### config.mk
export PLATFORM = sky130hd
export DESIGN_NAME = pfa_cell
export DESIGN_NICKNAME = d
export VERILOG_FILES = /design/src/pfa_pkg.sv /design/src/pfa_cell.sv
export SDC_FILE = /design/constraint.sdc
export NUM_CORES = 1
export LEC_CHECK = 0
export BUFFER_PORTS_ARGS = -buffer_cell sky130_fd_sc_hd__buf_2
export CORE_AREA = 2 2 114 116
export DETAILED_ROUTE_END_ITERATION = 8
export DIE_AREA = 0 0 116 118
export HOLD_SLACK_MARGIN = 0.12
export MAX_ROUTING_LAYER = met4
export PLACE_DENSITY = 0.68
export SYNTH_ARGS = -nofsm -noshare
export SYNTH_HDL_FRONTEND = slang
export SYNTH_SLANG_ARGS = --single-unit
export TNS_END_PERCENT = 10
### constraint.sdc
create_clock -name i_clk -period 5.95 [get_ports i_clk]
set_input_delay 0.8925 -clock i_clk [delete_from_list [all_inputs] [get_ports i_clk]]
set_output_delay 0.8925 -clock i_clk [all_outputs]
set_load 0.005 [all_outputs]
### src/pfa_pkg.sv
package pfa_pkg;

    localparam int DEF_CAPACITY  = 64;
    localparam int DEF_OBJ_WIDTH = 32;
    localparam int FIELD_W       = 32;
    localparam int IN_IDX_W      = 6;
    localparam int SIZE_W        = 7;

    typedef enum logic [1:0] {
        MODE_CLEAR  = 2'd0,
        MODE_INSERT = 2'd1,
        MODE_QUERY  = 2'd2,
        MODE_READ   = 2'd3
    } t_mode;

    typedef enum logic [1:0] {
        ST_IDLE,
        ST_SCAN,
        ST_FIN
    } t_state;

    // Control broadcast from the sequencer to every cell of the chain
    typedef struct packed {
        logic shift;
        logic wr_en;
    } t_cell_ctl;

endpackage

### src/pfa_cell.sv
module pfa_cell
    import pfa_pkg::*;
#(
    parameter int CAPACITY  = DEF_CAPACITY,
    parameter int OBJ_WIDTH = DEF_OBJ_WIDTH,
    parameter int INDEX     = 0,
    localparam int IDX_W    = $clog2(CAPACITY),
    localparam int ENTRY_W  = 3 * OBJ_WIDTH
) (
    input  logic               i_clk,
    input  t_cell_ctl          i_ctl,
    input  logic [IDX_W-1:0]   i_wr_idx,
    input  logic [ENTRY_W-1:0] i_wr_data,
    input  logic [ENTRY_W-1:0] i_right,
    output logic [ENTRY_W-1:0] o_data
);

    logic [ENTRY_W-1:0] r_data;
    logic               w_hit;

    assign w_hit  = i_ctl.wr_en && (i_wr_idx == IDX_W'(INDEX));
    assign o_data = r_data;

    // A tail write takes priority over the shift towards the head
    always_ff @(posedge i_clk) begin
        if (w_hit) begin
            r_data <= i_wr_data;
        end else if (i_ctl.shift) begin
            r_data <= i_right;
        end
    end

endmodule

Word-level counts from Yosys, hierarchy flattened
Cells that the tools add are included.

Output and inout bits: 96. Input bits: 201. Flip-flop bits (word level): 96.

Reductions and logical operators: 3. Muxes and demuxes: 2.

Operator list (number): $mux 96 (2); $logic_not 6->1 (1); $reduce_bool 2->1 (1); $logic_and 1x1->1 (1).

Logic depth before layout (Yosys ltp)
Gate-level depths: netlist of run 1.

Depth in word-level cells: 3. Gate-level depth with buffers: 5. Mapped depth without buffers: 3.

Worst setup path after synthesis of run 1
No wires, ideal clock.

Path kind: input -> register. From: input port i_wr_idx[1]. To: register r_data[0], in the netlist o_data[0], enable pin. Slack: 1563 ps. Stages on the path: 5. Setup time: 471 ps. Arrival: 3915 ps. Path through: nor4_2 nand3_1 buf_2 buf_6 nand2b_1.

Word-level cells in the longest chain between the ends: 3.

Ends and longest elaborated chain: start: declaration (line pfa_cell.sv:12) `input logic [IDX_W-1:0] i_wr_idx,`; $logic_not 6->1 (line pfa_cell.sv:21) `assign w_hit = i_ctl.wr_en && (i_wr_idx == IDX_W'(INDEX));`; $logic_and 1x1->1 (line pfa_cell.sv:21); $reduce_bool 2->1 (no source line); end signal: assignment (line pfa_cell.sv:27) `r_data <= i_wr_data;`; end signal: assignment (line pfa_cell.sv:29) `r_data <= i_right;`; end: declaration (line pfa_cell.sv:18) `logic [ENTRY_W-1:0] r_data;`.

No other way between the ends. A chain may end at the register's enable or synchronous reset.

Worst setup path in the final report of run 1
From: input port i_wr_idx[1]. To: register r_data[50], in the netlist o_data[50], enable pin.

Same word-level chain as after synthesis.

==> results of run 1 <==
==> through the flow <==
stage / worst slack, ns / std cells / hold slack [ns]
floorplan: 1.563 / 206 / 1.110
global placement: 2.192 / 666 / 1.192
detailed placement: 2.089 / 666 / 1.196
CTS: 2.440 / 682 / 0.8377
global route: 2.204 / 682 / 0.8428
finish: 2.442 / 682 / 0.8521
==> routing by layer <==
metal,routed length [um],track usage [%],up-vias
met1,4033,16.41,1328
met2,5321,26.17,182
met4,344,8.036,0
li1,-,-,1411
met5,0,-,-
met3,870,3.244,25
==> placed cells by master (no fill, tap or decap) <==
master,netlist,final
buf_2,2,296
buf_4,0,2
bufinv_16,0,1
clkbuf_1,5,1
clkbuf_16,0,9
clkinv_1,0,2
clkinv_2,0,1
clkinvlp_4,0,1
edfxtp_1,96,96
inv_6,0,1
mux2_2,67,67
mux2_4,29,29
nand2b_4,0,1
nand3_4,0,1
nor2_1,1,1
nor4_2,1,1
==> cells in the mapped netlist <==
| library cell | count | area [um2] |
|---|---|---|
| nand2b_1 | 1 | 6.260 |
| buf_6 | 3 | 33.78 |
| clkbuf_1 | 5 | 18.77 |
| nand3_1 | 1 | 5.000 |
| buf_2 | 2 | 10.01 |
| edfxtp_1 | 96 | 2883 |
| mux2_2 | 67 | 754.5 |
| mux2_4 | 29 | 435.4 |
| nor4_2 | 1 | 12.51 |
| nor2_1 | 1 | 3.750 |
==> cells by family after synthesis <==
| logic type | synth area share (%) |
|---|---|
| and+or+nand+nor | 0.6611 |
| buffers and inverters | 1.503 |
| muxes | 28.58 |
| DFF | 69.25 |
==> layout make-up <==
cell class / instances / area share [%]
Timing Repair Buffer: 298 / 24.45
Clock inverter: 6 / 0.9609
Sequential cell: 96 / 47.11
Clock buffer: 10 / 3.742
Tap cell: 172 / 3.517
Multi-Input combinational cell: 100 / 20.22
==> report_power, final <==
part           switching (mW)  internal [mW]
Clock                   0.237          0.324
Sequential             0.0145          0.808
Combinational          0.0749          0.113
==> worst max-delay path, cell delays in order <==
cell      delay, ns
buf_2          0.10
nor4_2         0.35
nand3_4        0.62
nand2b_4       1.09
buf_4          0.39
==> worst max-delay path by stage <==
stage / from / endpoint / depth (start not counted)
floorplan: i_wr_idx[1] / o_data[0]$_DFFE_PP_ / 5
global placement: i_wr_idx[1] / o_data[79]$_DFFE_PP_ / 5
detailed placement: i_wr_idx[1] / o_data[85]$_DFFE_PP_ / 5
CTS: i_wr_idx[1] / o_data[85]$_DFFE_PP_ / 5
global route: i_wr_idx[1] / o_data[85]$_DFFE_PP_ / 5
finish: i_wr_idx[1] / o_data[50]$_DFFE_PP_ / 5
==> results.sh, run 1 <==
export IMPL_setup_violations=0
export IMPL_hpwl_um=8161
export IMPL_path_max_fanout=81
export IMPL_min_path_cells=2
export IMPL_multiInputGateArea_um2=1237
export IMPL_first_pass_iters=4
export IMPL_total_power_mw=1.571
export IMPL_num_rows=41
export IMPL_start_util_pct=33.53
export IMPL_htreeDepth=3
export IMPL_p_per_area_nw_per_um2=256.7
export IMPL_yosysWarningCount=0
export IMPL_cp_arrival_ns=3.53
export IMPL_track_usage_pct=15.29
export IMPL_die_area_um2=13690
export IMPL_cts_root_buffer_cell="clkbuf_16"
export IMPL_hold_end="o_data[86]$_DFFE_PP_"
export IMPL_cts_setup_buffers=0
export IMPL_status="finished, final reports clean"
export IMPL_nNetsFinal=706
export IMPL_seq_area_um2=2883
export IMPL_grt_overflow=0
export IMPL_grt_max_degree=82
export IMPL_die_h_um=118
export IMPL_routabilityCongestion=0.7566
export IMPL_route_vias_total=2946
export IMPL_synthDistinctLibCells=10
export IMPL_grt_first_pass_wirelength_um=15160
export IMPL_ys_ff_latch=96
export IMPL_rsz0062_at_grt="false"
export IMPL_cts_tree="done"
export IMPL_setup_tns_ns=0
export IMPL_worst_pin_slew_ns=1.101
export IMPL_hold_viol=0
export IMPL_drive_gt1_share_pct=80.39
export IMPL_path_class="in -> reg"
export IMPL_maxSlewHeadroom_pct=26.59
export IMPL_max_freq_mhz=285.1
export IMPL_startpoint_type="primary input"
export IMPL_post_route_util_pct=49.29
export IMPL_routedWlPerCell_um=15.50
export IMPL_drt_total_wl_um=10570
export IMPL_maxSlewViolCount=0
export IMPL_cts_inserted_buffers=9
export IMPL_cp_required_ns=5.97
export IMPL_syn_nets=407
export IMPL_hp_start="i_right[86]"
export IMPL_peakVddDrop_mv=0.1707
export IMPL_hold_class="in -> reg"
export IMPL_fin_area_um2=6120
export IMPL_drc=0
export IMPL_avgSynthCellArea_um2=20.21
export IMPL_first_iter_violations=69
export IMPL_seq_area_frac_synth_pct=69.25
export IMPL_die_width_um=116
export IMPL_cts_clk_slew_worst_paths_ns=0.07
export IMPL_antennaDiodeCount=0
export IMPL_routed_via_density=4.320
export IMPL_cts_resized_gates=0
export IMPL_netlist_instances=206
export IMPL_port_buffers=296
export IMPL_crit_path_end_kind="flop"
export IMPL_fin_crit_sh_pct=58.96
export IMPL_synth_area_um2=4163
export IMPL_cts_sinks=96
export IMPL_maxCapViolations=0
export IMPL_core_area_um2=12410
export IMPL_final_antenna_net_count=0
export IMPL_pin_count=297
export IMPL_dpl_cell_area_um2=5832
export IMPL_clk_path_buf_depth=2
export IMPL_areaGrowthSynthToFinish_pct=47.01
export IMPL_antenna_found_initial=0
export IMPL_p_leak_nw=2.832
export IMPL_largest_reg_flops=96
export IMPL_fillers=1112
export IMPL_post_route_min_period_ns=3.508
export IMPL_holdBufCountCts=0
export IMPL_grt_pass1_vias=3039
(Power assumes the default switching activity.)
==> run 2: changes to the inputs <==
--- a/config.mk
+++ b/config.mk
@@ -5,13 +5,14 @@
 export SDC_FILE = /design/constraint.sdc
 export NUM_CORES = 1
 export LEC_CHECK = 0
+export ABC_AREA = 1
 export BUFFER_PORTS_ARGS = -buffer_cell sky130_fd_sc_hd__buf_2
 export CORE_AREA = 2 2 114 116
 export DETAILED_ROUTE_END_ITERATION = 8
 export DIE_AREA = 0 0 116 118
 export HOLD_SLACK_MARGIN = 0.12
 export MAX_ROUTING_LAYER = met4
-export PLACE_DENSITY = 0.68
+export PLACE_DENSITY = 0.69
 export SYNTH_ARGS = -nofsm -noshare
 export SYNTH_HDL_FRONTEND = slang
 export SYNTH_SLANG_ARGS = --single-unit
==> constraint.sdc (replaced) <==
create_clock -name i_clk -period 3.4 [get_ports i_clk]
set_input_delay 0.51 -clock i_clk [delete_from_list [all_inputs] [get_ports i_clk]]
set_output_delay 0.51 -clock i_clk [all_outputs]
set_load 0.005 [all_outputs]
==> run 2 against run 1 <==
Combinational power up 82%; clock power up 71%; cell area up 0.98%; utilization up 0.48 points; sequential power up 75%; die area unchanged; non-clock buffer count up 2; area after synthesis up 3.8%; via count up 36%; highest routed layer unchanged; sequential share of layout area down 0.46 points; clock-buffer cell count unchanged.
==> results.sh, run 2 <==
export IMPL_status="finished, final reports clean"
export IMPL_setup_tns_ns=0
export IMPL_cts_setup_buffers=0
export IMPL_path_max_fanout=96
export IMPL_maxSlewHeadroom_pct=33.78
export IMPL_setup_violations=0
export IMPL_hpwl_um=8862
export IMPL_crit_chain="buf_2 -> inv_1 -> nand2_1 -> nor2_4 -> buf_4 -> nand3_1 -> nand2_1"
export IMPL_rsz0062_at_grt="false"
export IMPL_worst_pin_slew_ns=0.9933
export IMPL_synth_top_family_by_area="simple AND/OR/NAND/NOR gates"
export IMPL_avgSynthCellArea_um2=10.12
export IMPL_seq_area_frac_synth_pct=66.69
export IMPL_final_common_cell="buf_2"
export IMPL_track_usage_pct=17.17
export IMPL_final_antenna_net_count=0
export IMPL_seq_area_um2=2883
export IMPL_clk_path_buf_depth=2
export IMPL_first_pass_iters=4
export IMPL_netlist_instances=427
export IMPL_drc=0
export IMPL_post_route_min_period_ns=1.808
export IMPL_synthDistinctLibCells=11
export IMPL_fin_crit_sh_pct=53.16
export IMPL_nNetsFinal=909
export IMPL_synth_area_um2=4323
export IMPL_hold_class="in -> reg"
export IMPL_grt_busiest_layer="met2"
export IMPL_route_vias_total=4012
export IMPL_drive_gt1_share_pct=44.52
export IMPL_ys_ff_latch=96
export IMPL_cp_required_ns=3.59
export IMPL_cts_resized_gates=0
export IMPL_maxCapViolations=0
export IMPL_ys_top_cells_by_area="edfxtp_1 (67%), nand2_1 (17%), nand3_1 (11%)"
export IMPL_grt_util_met1_pct=17.82
export IMPL_yosysTopAreaCellShare_pct=66.69
export IMPL_peakVddDrop_mv=0.2054
export IMPL_use_met3_pct=4.531
export IMPL_synth_fa_ha_area_share_pct=0
export IMPL_core_area_um2=12410
export IMPL_cpMostUsedCell="nand2_1"
export IMPL_synth_compound_area_share_pct=0
export IMPL_die_area_um2=13690
export IMPL_cp_arrival_ns=2.00
export IMPL_grt_first_pass_wirelength_um=17540
export IMPL_synth_most_common_cell="nand2_1"
export IMPL_maxSlewViolCount=0
export IMPL_synth_enable_flop_cells=96
export IMPL_cp_slowest_cell="buf_4"
export IMPL_crit_path_end_kind="flop"
export IMPL_synthXorXnorAreaFrac_pct=0
export IMPL_die_width_um=116
export IMPL_cts_clk_slew_worst_paths_ns=0.07
export IMPL_cts_tree="done"
export IMPL_cts_inserted_buffers=9
export IMPL_antennaDiodeCount=0
export IMPL_synth_mux_area_share_pct=0
export IMPL_synth_commonest_cells="nand2_1 (196), edfxtp_1 (96), nand3_1 (96), buf_2 (12)"
export IMPL_yosys_area_share_simple_pct=28.80
export IMPL_place_ws_ns=1.228
export IMPL_die_h_um=118
export IMPL_yosysWarningCount=0
export IMPL_max_freq_mhz=553.2
export IMPL_routabilityCongestion=0.7990
export IMPL_cp_num_buf_inv=3
export IMPL_htreeDepth=3
export IMPL_worst_path_largest_cell_delay_ns=0.75
export IMPL_start_util_pct=34.82
export IMPL_areaGrowthSynthToFinish_pct=42.95
export IMPL_cts_root_buffer_cell="clkbuf_16"
export IMPL_grt_max_degree=97
export IMPL_synthFlopType="edfxtp_1"
export IMPL_crit_family="buffers and inverters"
export IMPL_async_reset_ff_share_pct=0
export IMPL_routedWlPerCell_um=13.74
export IMPL_min_path_cells=3
export IMPL_hold_ws_ns=0.4350
export IMPL_startpoint_type="primary input"
export IMPL_multiInputGateArea_um2=1257
export IMPL_syn_nets=628
export IMPL_grt_pass1_vias=3751
export IMPL_yosysTopAreaCell="edfxtp_1"
export IMPL_cts_sinks=96
export IMPL_p_per_area_nw_per_um2=443.4
export IMPL_cp_depth=7
export IMPL_fin_ws_ns=1.592
export IMPL_grt_overflow=0
export IMPL_fillers=1201
export IMPL_largest_reg_flops=96
export IMPL_port_buffers=296
export IMPL_first_iter_violations=168
export IMPL_holdBufCountCts=0
export IMPL_hold_viol=0
export IMPL_pin_count=297
export IMPL_num_rows=41
export IMPL_final_cell_mix="buf_2 (296), nand2_1 (195), nand3_1 (96), edfxtp_1 (96), clkbuf_16 (9)"
export IMPL_antenna_found_initial=0
export IMPL_routed_via_density=4.538
export IMPL_path_class="in -> reg"
export IMPL_use_met2_pct=30.41
export IMPL_p_leak_nw=3.123
export IMPL_drt_total_wl_um=12140
[run 2: cell count changes after synthesis, sizes merged]
cell and change:
nand3 +95, nor2 +1, buf +20, mux2 -96, nand2b -1, inv +6
nor4 -1, nand2 +197
[run 2: power by group]
part | switching [mW] | internal, mW
clock | 0.400 | 0.560
combinational | 0.173 | 0.170
sequential | 0.0236 | 1.41
total | 0.597 | 2.14
[run 2: tightest hold or removal path, delay by kind of cell]
family	cells	cell delay, ns
buf+inv	1	0.07
simple gates	2	0.08
[run 2: final timing paths]
kind,from,endpoint,slack (ns)
setup / recovery,i_wr_idx[3],o_data[35]$_DFFE_PP_,1.59
hold / removal,i_right[6],o_data[6]$_DFFE_PP_,0.44
[run 2: area by class of cell]
| cell class | count | share of cell area [%] |
|---|---|---|
| Multi-Input combinational cell | 295 | 20.35 |
| Timing Repair Buffer | 300 | 24.66 |
| Clock inverter | 5 | 0.7896 |
| Tap cell | 172 | 3.482 |
| Sequential cell | 96 | 46.65 |
| Inverter | 6 | 0.3644 |
| Clock buffer | 10 | 3.705 |
[run 2: metrics by stage]
| step | util [%] | std cells | total power [mW] | instance area (um2) |
|---|---|---|---|---|
| 2_1_floorplan | - | 427 | 1.571 | 4325 |
| 3_3_place_gp | 47.54 | 869 | 1.803 | 5902 |
| 3_5_place_dp | 47.54 | 869 | 1.812 | 5902 |
| 4_1_cts | 49.78 | 884 | 2.777 | 6180 |
| 5_1_grt | 49.78 | 884 | 2.861 | 6180 |
| 6_report | 49.78 | 884 | 2.740 | 6180 |
[run 2: cell families (layout without fill, tap and decap cells)]
logic type	Yosys count	after routing
buffers and inverters	36	321
DFF	96	96
and+or+nand+nor	295	295
[run 2: per-layer routing]
metal	routed length, um	part of all wire (%)
met1	4786	39
met2	6059	50
met3	1039	8.6
met4	259	2.1
met5	0	0
