## config.mk

```make
export PLATFORM = sky130hd
export DESIGN_NAME = pfa_ctrl
export DESIGN_NICKNAME = d
export VERILOG_FILES = /design/src/pfa_pkg.sv /design/src/pfa_ctrl.sv
export SDC_FILE = /design/constraint.sdc
export NUM_CORES = 1
export LEC_CHECK = 0
export ABC_AREA = 1
export BUFFER_PORTS_ARGS = -buffer_cell sky130_fd_sc_hd__buf_2
export CORE_MARGIN = 4
export CORE_UTILIZATION = 53
export CTS_CLUSTER_SIZE = 30
export DETAILED_ROUTE_END_ITERATION = 16
export PLACE_DENSITY_LB_ADDON = 0.15
export SLEW_MARGIN = 30
export SYNTH_ARGS = -nofsm -noshare
export SYNTH_HDL_FRONTEND = slang
export SYNTH_SLANG_ARGS = --single-unit
```

## constraint.sdc

```tcl
create_clock -name i_clk -period 11.65 [get_ports i_clk]
set_input_delay 2.33 -clock i_clk [delete_from_list [all_inputs] [get_ports i_clk]]
set_output_delay 2.33 -clock i_clk [all_outputs]
set_load 0.1 [all_outputs]
```

## src/pfa_pkg.sv

```systemverilog
package pfa_pkg;

    localparam int DEF_CAPACITY  = 64;
    localparam int DEF_OBJ_WIDTH = 32;
    localparam int FIELD_W       = 32;
    localparam int IN_IDX_W      = 6;
    localparam int SIZE_W        = 7;

    typedef enum logic [1:0] {
        MODE_CLEAR  = 2'd0,
        MODE_INSERT = 2'd1,
        MODE_QUERY  = 2'd2,
        MODE_READ   = 2'd3
    } t_mode;

    typedef enum logic [1:0] {
        ST_IDLE,
        ST_SCAN,
        ST_FIN
    } t_state;

    // Control broadcast from the sequencer to every cell of the chain
    typedef struct packed {
        logic shift;
        logic wr_en;
    } t_cell_ctl;

endpackage

```

## src/pfa_ctrl.sv

```systemverilog
module pfa_ctrl
    import pfa_pkg::*;
#(
    parameter int CAPACITY  = DEF_CAPACITY,
    parameter int OBJ_WIDTH = DEF_OBJ_WIDTH,
    localparam int IDX_W    = $clog2(CAPACITY),
    localparam int CNT_W    = $clog2(CAPACITY + 1),
    localparam int ENTRY_W  = 3 * OBJ_WIDTH
) (
    input  logic                i_clk,
    input  logic                i_rst_n,
    input  logic                i_cfg_wr_en,
    input  logic                i_cfg_wr_data,
    input  logic                i_in_valid,
    output logic                o_in_ready,
    input  logic [1:0]          i_mode,
    input  logic [FIELD_W-1:0]  i_obj_a,
    input  logic [FIELD_W-1:0]  i_obj_b,
    input  logic [FIELD_W-1:0]  i_obj_c,
    input  logic [IN_IDX_W-1:0] i_entry_index,
    output logic                o_out_valid,
    input  logic                i_out_ready,
    output logic                o_accepted,
    output logic                o_improves,
    output logic [SIZE_W-1:0]   o_removed_count,
    output logic [SIZE_W-1:0]   o_front_size,
    output logic                o_overflow,
    output logic                o_read_valid,
    output logic [FIELD_W-1:0]  o_read_a,
    output logic [FIELD_W-1:0]  o_read_b,
    output logic [FIELD_W-1:0]  o_read_c,
    input  logic [ENTRY_W-1:0]  i_head,
    output t_cell_ctl           o_cell_ctl,
    output logic [IDX_W-1:0]    o_wr_idx,
    output logic [ENTRY_W-1:0]  o_wr_data
);

    localparam int CMP_W = (IDX_W > IN_IDX_W) ? IDX_W : IN_IDX_W;

    // control
    t_state              r_state, n_state;
    logic [CNT_W-1:0]    r_len, n_len;
    logic                r_out_valid, n_out_valid;
    logic                r_maximize;

    // working payload
    t_mode               r_mode, n_mode;
    logic [ENTRY_W-1:0]  r_cand, n_cand;
    logic [IN_IDX_W-1:0] r_idx, n_idx;
    logic [CNT_W-1:0]    r_left, n_left;
    logic [IDX_W-1:0]    r_pos, n_pos;
    logic                r_blocked, n_blocked;
    logic [CNT_W-1:0]    r_removed, n_removed;
    logic                r_rd_hit, n_rd_hit;
    logic [ENTRY_W-1:0]  r_rd, n_rd;

    // result register
    logic                r_o_acc, n_o_acc;
    logic                r_o_imp, n_o_imp;
    logic [SIZE_W-1:0]   r_o_rem, n_o_rem;
    logic [SIZE_W-1:0]   r_o_size, n_o_size;
    logic                r_o_ovf, n_o_ovf;
    logic                r_o_rdv, n_o_rdv;
    logic [FIELD_W-1:0]  r_o_ra, n_o_ra;
    logic [FIELD_W-1:0]  r_o_rb, n_o_rb;
    logic [FIELD_W-1:0]  r_o_rc, n_o_rc;

    // dominance of candidate against the head cell
    logic [2:0]          w_cand_better;
    logic [2:0]          w_head_better;
    logic                w_cand_dom;
    logic                w_head_covers;
    logic                w_keep;

    always_comb begin
        for (int k = 0; k < 3; k++) begin
            if (r_maximize) begin
                w_cand_better[k] = r_cand[k*OBJ_WIDTH +: OBJ_WIDTH]
                                 > i_head[k*OBJ_WIDTH +: OBJ_WIDTH];
                w_head_better[k] = i_head[k*OBJ_WIDTH +: OBJ_WIDTH]
                                 > r_cand[k*OBJ_WIDTH +: OBJ_WIDTH];
            end else begin
                w_cand_better[k] = r_cand[k*OBJ_WIDTH +: OBJ_WIDTH]
                                 < i_head[k*OBJ_WIDTH +: OBJ_WIDTH];
                w_head_better[k] = i_head[k*OBJ_WIDTH +: OBJ_WIDTH]
                                 < r_cand[k*OBJ_WIDTH +: OBJ_WIDTH];
            end
        end
    end

    assign w_cand_dom    = (|w_cand_better) && !(|w_head_better);
    assign w_head_covers = !(|w_cand_better);   // dominates or equals
    // Front is mutually non-dominated, so a dominated head implies no blocker
    assign w_keep        = !((r_mode == MODE_INSERT) && w_cand_dom);

    always_comb begin
        n_state     = r_state;
        n_len       = r_len;
        n_out_valid = r_out_valid;
        n_mode      = r_mode;
        n_cand      = r_cand;
        n_idx       = r_idx;
        n_left      = r_left;
        n_pos       = r_pos;
        n_blocked   = r_blocked;
        n_removed   = r_removed;
        n_rd_hit    = r_rd_hit;
        n_rd        = r_rd;
        n_o_acc     = r_o_acc;
        n_o_imp     = r_o_imp;
        n_o_rem     = r_o_rem;
        n_o_size    = r_o_size;
        n_o_ovf     = r_o_ovf;
        n_o_rdv     = r_o_rdv;
        n_o_ra      = r_o_ra;
        n_o_rb      = r_o_rb;
        n_o_rc      = r_o_rc;
        o_in_ready  = 1'b0;
        o_cell_ctl  = '0;
        o_wr_idx    = '0;
        o_wr_data   = r_cand;

        if (r_out_valid && i_out_ready) begin
            n_out_valid = 1'b0;
        end

        unique case (r_state)
            ST_IDLE: begin
                o_in_ready = 1'b1;
                if (i_in_valid) begin
                    n_mode    = t_mode'(i_mode);
                    n_cand    = {i_obj_c[OBJ_WIDTH-1:0], i_obj_b[OBJ_WIDTH-1:0],
                                 i_obj_a[OBJ_WIDTH-1:0]};
                    n_idx     = i_entry_index;
                    n_left    = r_len;
                    n_pos     = '0;
                    n_blocked = 1'b0;
                    n_removed = '0;
                    n_rd_hit  = 1'b0;
                    n_rd      = '0;
                    if ((t_mode'(i_mode) == MODE_CLEAR) || (r_len == '0)) begin
                        n_state = ST_FIN;
                    end else begin
                        n_state = ST_SCAN;
                    end
                end
            end
            ST_SCAN: begin
                // pop the head, push it back at the tail unless it is removed
                o_cell_ctl.shift = 1'b1;
                o_cell_ctl.wr_en = w_keep;
                o_wr_idx         = IDX_W'(r_len - CNT_W'(1));
                o_wr_data        = i_head;
                if (!w_keep) begin
                    n_len     = r_len - CNT_W'(1);
                    n_removed = r_removed + CNT_W'(1);
                end
                if (w_head_covers) begin
                    n_blocked = 1'b1;
                end
                if ((r_mode == MODE_READ) && (CMP_W'(r_pos) == CMP_W'(r_idx))) begin
                    n_rd_hit = 1'b1;
                    n_rd     = i_head;
                end
                n_pos  = r_pos + IDX_W'(1);
                n_left = r_left - CNT_W'(1);
                if (r_left == CNT_W'(1)) begin
                    n_state = ST_FIN;
                end
            end
            ST_FIN: begin
                if (!r_out_valid || i_out_ready) begin
                    n_out_valid = 1'b1;
                    n_state     = ST_IDLE;
                    n_o_acc     = 1'b0;
                    n_o_ovf     = 1'b0;
                    n_o_imp     = 1'b0;
                    n_o_rem     = '0;
                    n_o_rdv     = r_rd_hit;
                    n_o_ra      = FIELD_W'(r_rd[0*OBJ_WIDTH +: OBJ_WIDTH]);
                    n_o_rb      = FIELD_W'(r_rd[1*OBJ_WIDTH +: OBJ_WIDTH]);
                    n_o_rc      = FIELD_W'(r_rd[2*OBJ_WIDTH +: OBJ_WIDTH]);
                    priority case (r_mode)
                        MODE_CLEAR: begin
                            n_len = '0;
                        end
                        MODE_INSERT: begin
                            n_o_imp = !r_blocked;
                            n_o_rem = SIZE_W'(r_removed);
                            if (!r_blocked) begin
                                if (r_len < CNT_W'(CAPACITY)) begin
                                    o_cell_ctl.wr_en = 1'b1;
                                    o_wr_idx         = IDX_W'(r_len);
                                    n_len            = r_len + CNT_W'(1);
                                    n_o_acc          = 1'b1;
                                end else begin
                                    n_o_ovf = 1'b1;
                                end
                            end
                        end
                        MODE_QUERY: begin
                            n_o_imp = !r_blocked;
                        end
                        default: begin
                        end
                    endcase
                    n_o_size = SIZE_W'(n_len);
                end
            end
            default: begin
                n_state = ST_IDLE;
            end
        endcase
    end

    always_ff @(posedge i_clk) begin
        if (!i_rst_n) begin
            r_state     <= ST_IDLE;
            r_len       <= '0;
            r_out_valid <= 1'b0;
            r_maximize  <= 1'b0;
        end else begin
            r_state     <= n_state;
            r_len       <= n_len;
            r_out_valid <= n_out_valid;
            if (i_cfg_wr_en) begin
                r_maximize <= i_cfg_wr_data;
            end
        end
    end

    always_ff @(posedge i_clk) begin
        r_mode    <= n_mode;
        r_cand    <= n_cand;
        r_idx     <= n_idx;
        r_left    <= n_left;
        r_pos     <= n_pos;
        r_blocked <= n_blocked;
        r_removed <= n_removed;
        r_rd_hit  <= n_rd_hit;
        r_rd      <= n_rd;
        r_o_acc   <= n_o_acc;
        r_o_imp   <= n_o_imp;
        r_o_rem   <= n_o_rem;
        r_o_size  <= n_o_size;
        r_o_ovf   <= n_o_ovf;
        r_o_rdv   <= n_o_rdv;
        r_o_ra    <= n_o_ra;
        r_o_rb    <= n_o_rb;
        r_o_rc    <= n_o_rc;
    end

    assign o_out_valid     = r_out_valid;
    assign o_accepted      = r_o_acc;
    assign o_improves      = r_o_imp;
    assign o_removed_count = r_o_rem;
    assign o_front_size    = r_o_size;
    assign o_overflow      = r_o_ovf;
    assign o_read_valid    = r_o_rdv;
    assign o_read_a        = r_o_ra;
    assign o_read_b        = r_o_rb;
    assign o_read_c        = r_o_rc;

endmodule

```

Word level (Yosys, flattened, before mapping)
Cells that the tools add are included.
- register bits after elaboration: 347
- word-level logic and storage cells: 131
- add/sub/neg operators: 5
- order comparisons: 13
- equal/unequal tests: 13
- mux-type cells: 49
- bitwise logic cells: 1
- reduce and logical (&&, ||, !) cells: 28
- operator list (operator ; number):
    two-way mux 96 bit ; 3
    > comparator 32 bit ; 6
    < comparator 32 bit ; 6
    one-hot mux 96 bit (2 select lines) ; 1
    one-hot mux 7 bit (2 select lines) ; 4
    two-way mux 7 bit ; 7
    two-way mux 6 bit ; 5
    one-hot mux 6 bit (2 select lines) ; 2
    two-way mux 1 bit ; 19
    AND reduction 3 bit ; 5
    adder 7 x 1 -> 7 bit (second input constant) ; 2
    subtractor 7 x 1 -> 7 bit (second input constant) ; 2
    inequality test 2 bit (second input constant) ; 6
    two-way mux 2 bit ; 4
    equality test 7 x 1 -> 1 bit (second input constant) ; 1
    logical NOT 7 bit ; 1
    < comparator 7 bit (second input constant) ; 1
    adder 6 x 1 -> 6 bit (second input constant) ; 1
    equality test 2 bit (second input constant) ; 3
    equality test 6 bit ; 1
    logical NOT 2 bit ; 3
    one-hot mux 1 bit (2 select lines) ; 3
    one-hot mux 2 bit (3 select lines) ; 1
    AND reduction 2 bit ; 3
    other kinds (8) ; 19

Logic depth before layout (Yosys ltp)
Gate-level depths: netlist of run 1.
- depth in word-level cells: 8
- depth in mapped cells: 23
- mapped depth without buffers: 23

Worst setup path before layout of run 1
OpenSTA, ideal clock, no wires.
- kind: input port to output port
- from: in i_out_ready
- to: out o_wr_idx[3]
- data arrival time: 9.513 ns
- data required time: 9.320 ns
- setup slack: -0.193 ns
- stages on the path: 6
- cell sequence: nor2_1 nor2_1 nand2_1 inv_1 nand2_1 a21oi_1
- longest elaborated chain between the ends: 3
- RTL lines (item ; line ; source):
    start, declared ; pfa_ctrl.sv:22 ; input logic i_out_ready,
    logical OR 1 bit ; pfa_ctrl.sv:172 ; if (!r_out_valid || i_out_ready) begin
    two-way mux 6 bit ; pfa_ctrl.sv:172 ;
    one-hot mux 6 bit (2 select lines) ; pfa_ctrl.sv:127 ; unique case (r_state)
    end, declared ; pfa_ctrl.sv:34 ; output logic [IDX_W-1:0] o_wr_idx,
Every way passes these cells.

==> results of run 1 <==
final timing paths:
check / endpoint / depth (start not counted) / slack [ps] / startpoint
max: o_cell_ctl[0] / 15 / 4630 / i_head[83]
min: o_read_b[26]$_DFFE_PP_ / 0 / 410 / r_rd[58]$_SDFFCE_PN0P_
max reg2reg: r_rd_hit$_DFFE_PP_ / 7 / 7860 / r_state[1]$_SDFFE_PN0P_
min reg2reg: o_read_b[26]$_DFFE_PP_ / 0 / 410 / r_rd[58]$_SDFFCE_PN0P_
final cells by class:
type	instances	area, um^2
flip-flops and latches	347	10310
fillers	2206	9448
multi-input cells	728	4244
repair buffers	433	2207
inverters	268	1008
clock buffers	47	1006
well taps	384	480.5
clock inverters	23	219.0
diodes	5	12.51
stage by stage:
stage,area (um^2),util (%),worst slack (ps),hold slack (ps)
after global routing,19480,67.34,4451,418.7
after detailed placement,18220,62.98,4593,404.5
after CTS,19450,67.21,4577,413.1
after floorplan,15670,-,1885,400.3
after global placement,18220,62.98,4582,400.6
final,19490,67.35,4627,411.4
sequential cells by signal (all words and copies together) (netlist names), 2 cells and up:
name and cells:
r_left 7, o_read_a 32, o_removed_count 7, r_state 2, o_front_size 7, r_idx 6
r_pos 6, r_len 7, o_read_c 32, r_removed 7, o_read_b 32, r_mode 2
r_cand 96, r_rd 96
worst max-delay path, cell delays in order:
cell and delay, ps:
buf_2 110, ha_1 310, a21o_1 190, o21ai_1 120, nand2_1 80, a21oi_1 250, nand2_2 130, nand2_1 140
nand3_2 110, nand2_1 80, nand2_2 60, nand2_2 110, nand2_4 90, a21oi_1 150, buf_2 440
layout by cell type, fill, tap and decap left out, drive strengths merged, types with 2 or more instances in the layout:
| cell type | count |
|---|---|
| clkinvlp | 3 |
| buf | 433 |
| a22oi | 3 |
| nor3 | 11 |
| nand3 | 13 |
| diode | 5 |
| nand2 | 268 |
| xnor2 | 5 |
| o21ai | 126 |
| clkinv | 14 |
| clkbuf | 47 |
| and3 | 2 |
| nand3b | 2 |
| nand4 | 9 |
| edfxtp | 336 |
| a21o | 3 |
| nor2 | 81 |
| bufinv | 4 |
| a31oi | 4 |
| xor2 | 6 |
| nor4 | 4 |
| inv | 270 |
| a21oi | 68 |
| o21a | 5 |
| dfxtp | 11 |
| ha | 110 |
layer usage:
| layer | routed length, um | GRT usage, % |
|---|---|---|
| met5 | 82 | 0 |
| met4 | 1045 | 7.010 |
| met3 | 3694 | 7.963 |
| met2 | 19510 | 40.85 |
| met1 | 14850 | 27.27 |
cells by family after synthesis:
logic type / synth area share (%)
DFF: 65.81
buffers and inverters: 7.276
xor gates and xnor gates: 0.6150
and+or+nand+nor: 10.26
AOI/OAI and AO/OA: 7.252
adders and majority gates: 8.785
==> results.tsv, run 1 <==
stage	metric	value	unit
floorplan	Die Wd	179.9	um
setup_path	critical path class	in2out	
timing	period utilisation layout	60.28	%
synth	commonest cells in the netlist	336 x edfxtp_1, 267 x inv_1, 260 x nand2_1, 125 x o21ai_0, 110 x ha_1	
grt	global-route wire length before repair	59360	um
synth	Post-Syn Area	15670	um^2
synth	Post-synth top flop	edfxtp_1	
cells_and_area	fraction of layout cells with a size suffix above 1	27.41	%
setup_path	Worst EP required	9320	ps
grt	GRT Resource Usage Total	23.31	%
cts	Num CTS Buffers	39	
cts	clk_lat worst skew	520	ps
synth	share of the synthesized area in the top cell type	64.40	%
grt	vias in the first global route	11100	
route	drt drc	0	
outcome	outcome	finished clean	
floorplan	die area	32370	um^2
placement	placed cell count	2159	
synth	Yosys warning count	0	
timing	# setup viols final	0	
timing	Slew headroom	41.83	%
grt	total congestion overflow	0	
grt	initial antenna violation count	12	
synth	ys async rst share	0	%
run	max cap viols	0	
synth	Synth area leaders	edfxtp_1 64%, ha_1 8.8%, inv_1 6.4%	
cts	TritonCTS clock tree	built	
cts	Sink Count	347	
timing	Layout Skew	23.96	ps
setup_path	CP max FO	6	
timing	Max Slew Vio Count	0	
route	Vias/cell	4.990	
floorplan	Die H	179.9	um
floorplan	core area	28940	um^2
timing	Worst-Margin Slew	872.5	ps
synth	Avg Cell Area, Syn	11.41	um^2
route	Via Count	11150	
route	DRT Pass-1 Iters	7	
synth	Synth cell types	41	
synth	cells after synthesis	1373	
cells_and_area	nets	2133	
setup_path	critical path endpoint category	output pin	
cts	CTS Root Buffer Type	clkbuf_16	
timing	Hold Violations, Final	0	
placement	DPL Wire Length	29800	um
floorplan	# rows	62	
route	final wirelength	39180	um
cells_and_area	Layout Cells excl Fill	2235	
route	WL per Instance	17.53	um
timing	min cycle time layout	7023	ps
route	Final ANT Viol Nets	0	
timing	final setup TNS	0	ps
cts	setup bufs post-CTS	0	
cts	cts hold-fix bufs	0	
synth	count of flip-flops with a built-in enable after synthesis	336	
floorplan	Ports	426	
synth	Synth area leader	edfxtp_1	
cts	maximum clock path buffer count	3	
cts	post-cts sizing count	0	
route	Initial DRC Count	660	
placement	# port buffers	425	
timing	FMAX	142.4	MHz
cts	Clock transition at path regs	60	ps
synth	sequential share of the synthesized area	65.81	%
cells_and_area	synthesis-to-finish area growth	24.39	%
cts	H-tree levels	2	
synth	Seq cells post-synth	347	
setup_path	WP data arrival	4690	ps
timing	RSZ-0062 raised after global routing	no	
synth	Post-Syn Nets	1689	
grt	largest net degree at the start of global routing	87	
floorplan	Initial Util	54.14	%
placement	gpl congestion	0.8916	
worst_hold_path	worst hold path type	reg2reg	
synth	cell with the most instances after synthesis	edfxtp_1	
setup_path	startpoint types	input port	
Power of run 1 is not shown: default switching activity piles up to over one toggle a cycle in this logic, so the estimate is an artifact.
==> run 2: changes to the inputs <==
CORE_UTILIZATION = 48   (was 53)
clock period = 6.3 ns   (was 11.65 ns; I/O delays follow)
==> run 2 against run 1 <==
Cell count increased by 2.4%. Non-clock buffer count increased by 2. Utilization decreased by 6.0 points. Clock skew decreased by 11 ps. Sequential share of layout area decreased by 0.21 points. Critical path depth increased by 1.
==> results.tsv, run 2 (synthesized netlist as in run 1, its figures left out) <==
stage	metric	value	unit
setup_path	critical path endpoint category	output pin	
floorplan	die area	35590	um^2
timing	Layout Skew	12.65	ps
setup_path	Worst EP required	5040	ps
setup_path	critical path class	in2out	
route	drt drc	0	
floorplan	Die Wd	188.7	um
grt	largest net degree at the start of global routing	62	
placement	gpl congestion	0.9001	
route	Initial DRC Count	590	
cells_and_area	biggest regs	r_cand: 96 flops, r_rd: 96 flops	
route	DRT Pass-1 Iters	5	
grt	total congestion overflow	0	
setup_path	WP data arrival	3610	ps
timing	RSZ-0062 raised after global routing	no	
cts	clk_lat worst skew	510	ps
setup_path	CP max FO	6	
route	WL per Instance	17.25	um
setup_path	startpoint types	input port	
cts	Num CTS Buffers	38	
cts	CTS Root Buffer Type	clkbuf_16	
floorplan	# rows	65	
timing	Hold Violations, Final	0	
cts	TritonCTS clock tree	built	
floorplan	Ports	426	
route	Vias/cell	4.861	
floorplan	core area	31880	um^2
route	Final ANT Viol Nets	0	
setup_path	origin of the critical flop-to-flop path	r_state[1]$_SDFFE_PN0P_	
grt	initial antenna violation count	13	
cells_and_area	nets	2134	
setup_path	Crit. Startpoint	i_head[61]	
placement	# port buffers	425	
setup_path	R2R cell count	6	
setup_path	CP endpoint	o_cell_ctl[0]	
cells_and_area	fill count	2669	
cts	maximum clock path buffer count	3	
setup_path	end of the worst register-to-register path	r_rd[91]$_SDFFCE_PN0P_	
timing	min cycle time layout	4870	ps
grt	global-route wire length before repair	61220	um
grt	GRT Resource Usage Total	21.83	%
timing	Max Slew Vio Count	0	
floorplan	Initial Util	49.14	%
run	max cap viols	0	
cells_and_area	fraction of layout cells with a size suffix above 1	27.67	%
floorplan	Die H	188.7	um
cells_and_area	most frequent cells in the layout	425 x buf_2, 336 x edfxtp_1, 266 x inv_1	
timing	Worst-Margin Slew	873.5	ps
cts	H-tree levels	2	
cells_and_area	most common cell after layout, fill and taps aside	buf_2	
cells_and_area	fin area	19570	um^2
placement	DPL Wire Length	30420	um
timing	FMAX	205.3	MHz
timing	final setup TNS	0	ps
cells_and_area	synthesis-to-finish area growth	24.89	%
grt	vias in the first global route	11380	
timing	period utilisation layout	77.31	%
placement	Placement Cell Area	18310	um^2
cts	post-cts sizing count	0	
cts	setup bufs post-CTS	0	
cts	Sink Count	347	
timing	Slew headroom	41.77	%
outcome	outcome	finished clean	
worst_hold_path	worst hold path type	reg2reg	
cts	Clock transition at path regs	60	ps
cts	cts hold-fix bufs	0	
route	final wirelength	39480	um
route	Via Count	11120	
setup_path	Reg2Reg Setup Slack	3190	ps
timing	# setup viols final	0	
==> run 2: changes by cell type in the layout (fill, tap and decap cells not counted), sizes merged <==
cell      change
clkinv        +1
buf           +2
clkinvlp      +1
diode         +1
bufinv        -1
inv           -2
==> run 2: cell type report <==
class                           count  area (um^2)  area share, %
Sequential cell                   347        10310          52.69
Antenna cell                        6        15.01        0.07674
Multi-Input combinational cell    728         4244          21.69
Inverter                          268         1008          5.154
Tap cell                          435        544.3          2.782
Clock inverter                     22        193.9         0.9912
Clock buffer                       47         1049          5.359
Timing Repair Buffer              435         2202          11.25
==> run 2: per-layer routing <==
metal  GRT usage (%)  part of all wire [%]  vias up
li1                -                     -     5520
met1           25.58                    38     5088
met2           37.72                    48      415
met3           6.873                   9.1       88
met4           8.352                   3.9       12
met5               0                  0.21        -
==> run 2: worst min-delay path by stage <==
stage                                       from  slack [ps]                      to  depth (start not counted)
final                     r_rd[52]$_SDFFCE_PN0P_         410  o_read_b[20]$_DFFE_PP_                          0
after CTS                 r_rd[51]$_SDFFCE_PN0P_         410  o_read_b[19]$_DFFE_PP_                          0
after detailed placement  r_rd[12]$_SDFFCE_PN0P_         400  o_read_a[12]$_DFFE_PP_                          0
after global routing      r_rd[51]$_SDFFCE_PN0P_         410  o_read_b[19]$_DFFE_PP_                          0
after floorplan            r_rd[0]$_SDFFCE_PN0P_         400   o_read_a[0]$_DFFE_PP_                          0
after global placement    r_rd[70]$_SDFFCE_PN0P_         400   o_read_c[6]$_DFFE_PP_                          0
==> run 2: stage by stage <==
stage | worst slack, ps | hold WS, ps | cells | utilization, %
6_report | 1430 | 410.7 | 2288 | 61.37
2_1_floorplan | 45.44 | 400.3 | 1373 | -
5_1_grt | 1212 | 410.8 | 2287 | 61.37
3_5_place_dp | 1414 | 404.5 | 2213 | 57.43
3_3_place_gp | 1450 | 400.6 | 2213 | 57.43
4_1_cts | 1413 | 410.4 | 2282 | 61.33
==> run 2: worst max-delay path, stage by stage <==
cell and delay [ps]:
buf_2 110, ha_1 300, a21oi_1 150, nor2_1 70, nor3_2 130, nand2_1 70
a21oi_1 290, nand2_2 130, nand2_1 90, nand3_2 80, nand2_1 80, nand2_2 50
nand2_2 100, nand2_4 80, a21oi_1 160, buf_2 440
Power of run 2 is left out for the same reason.
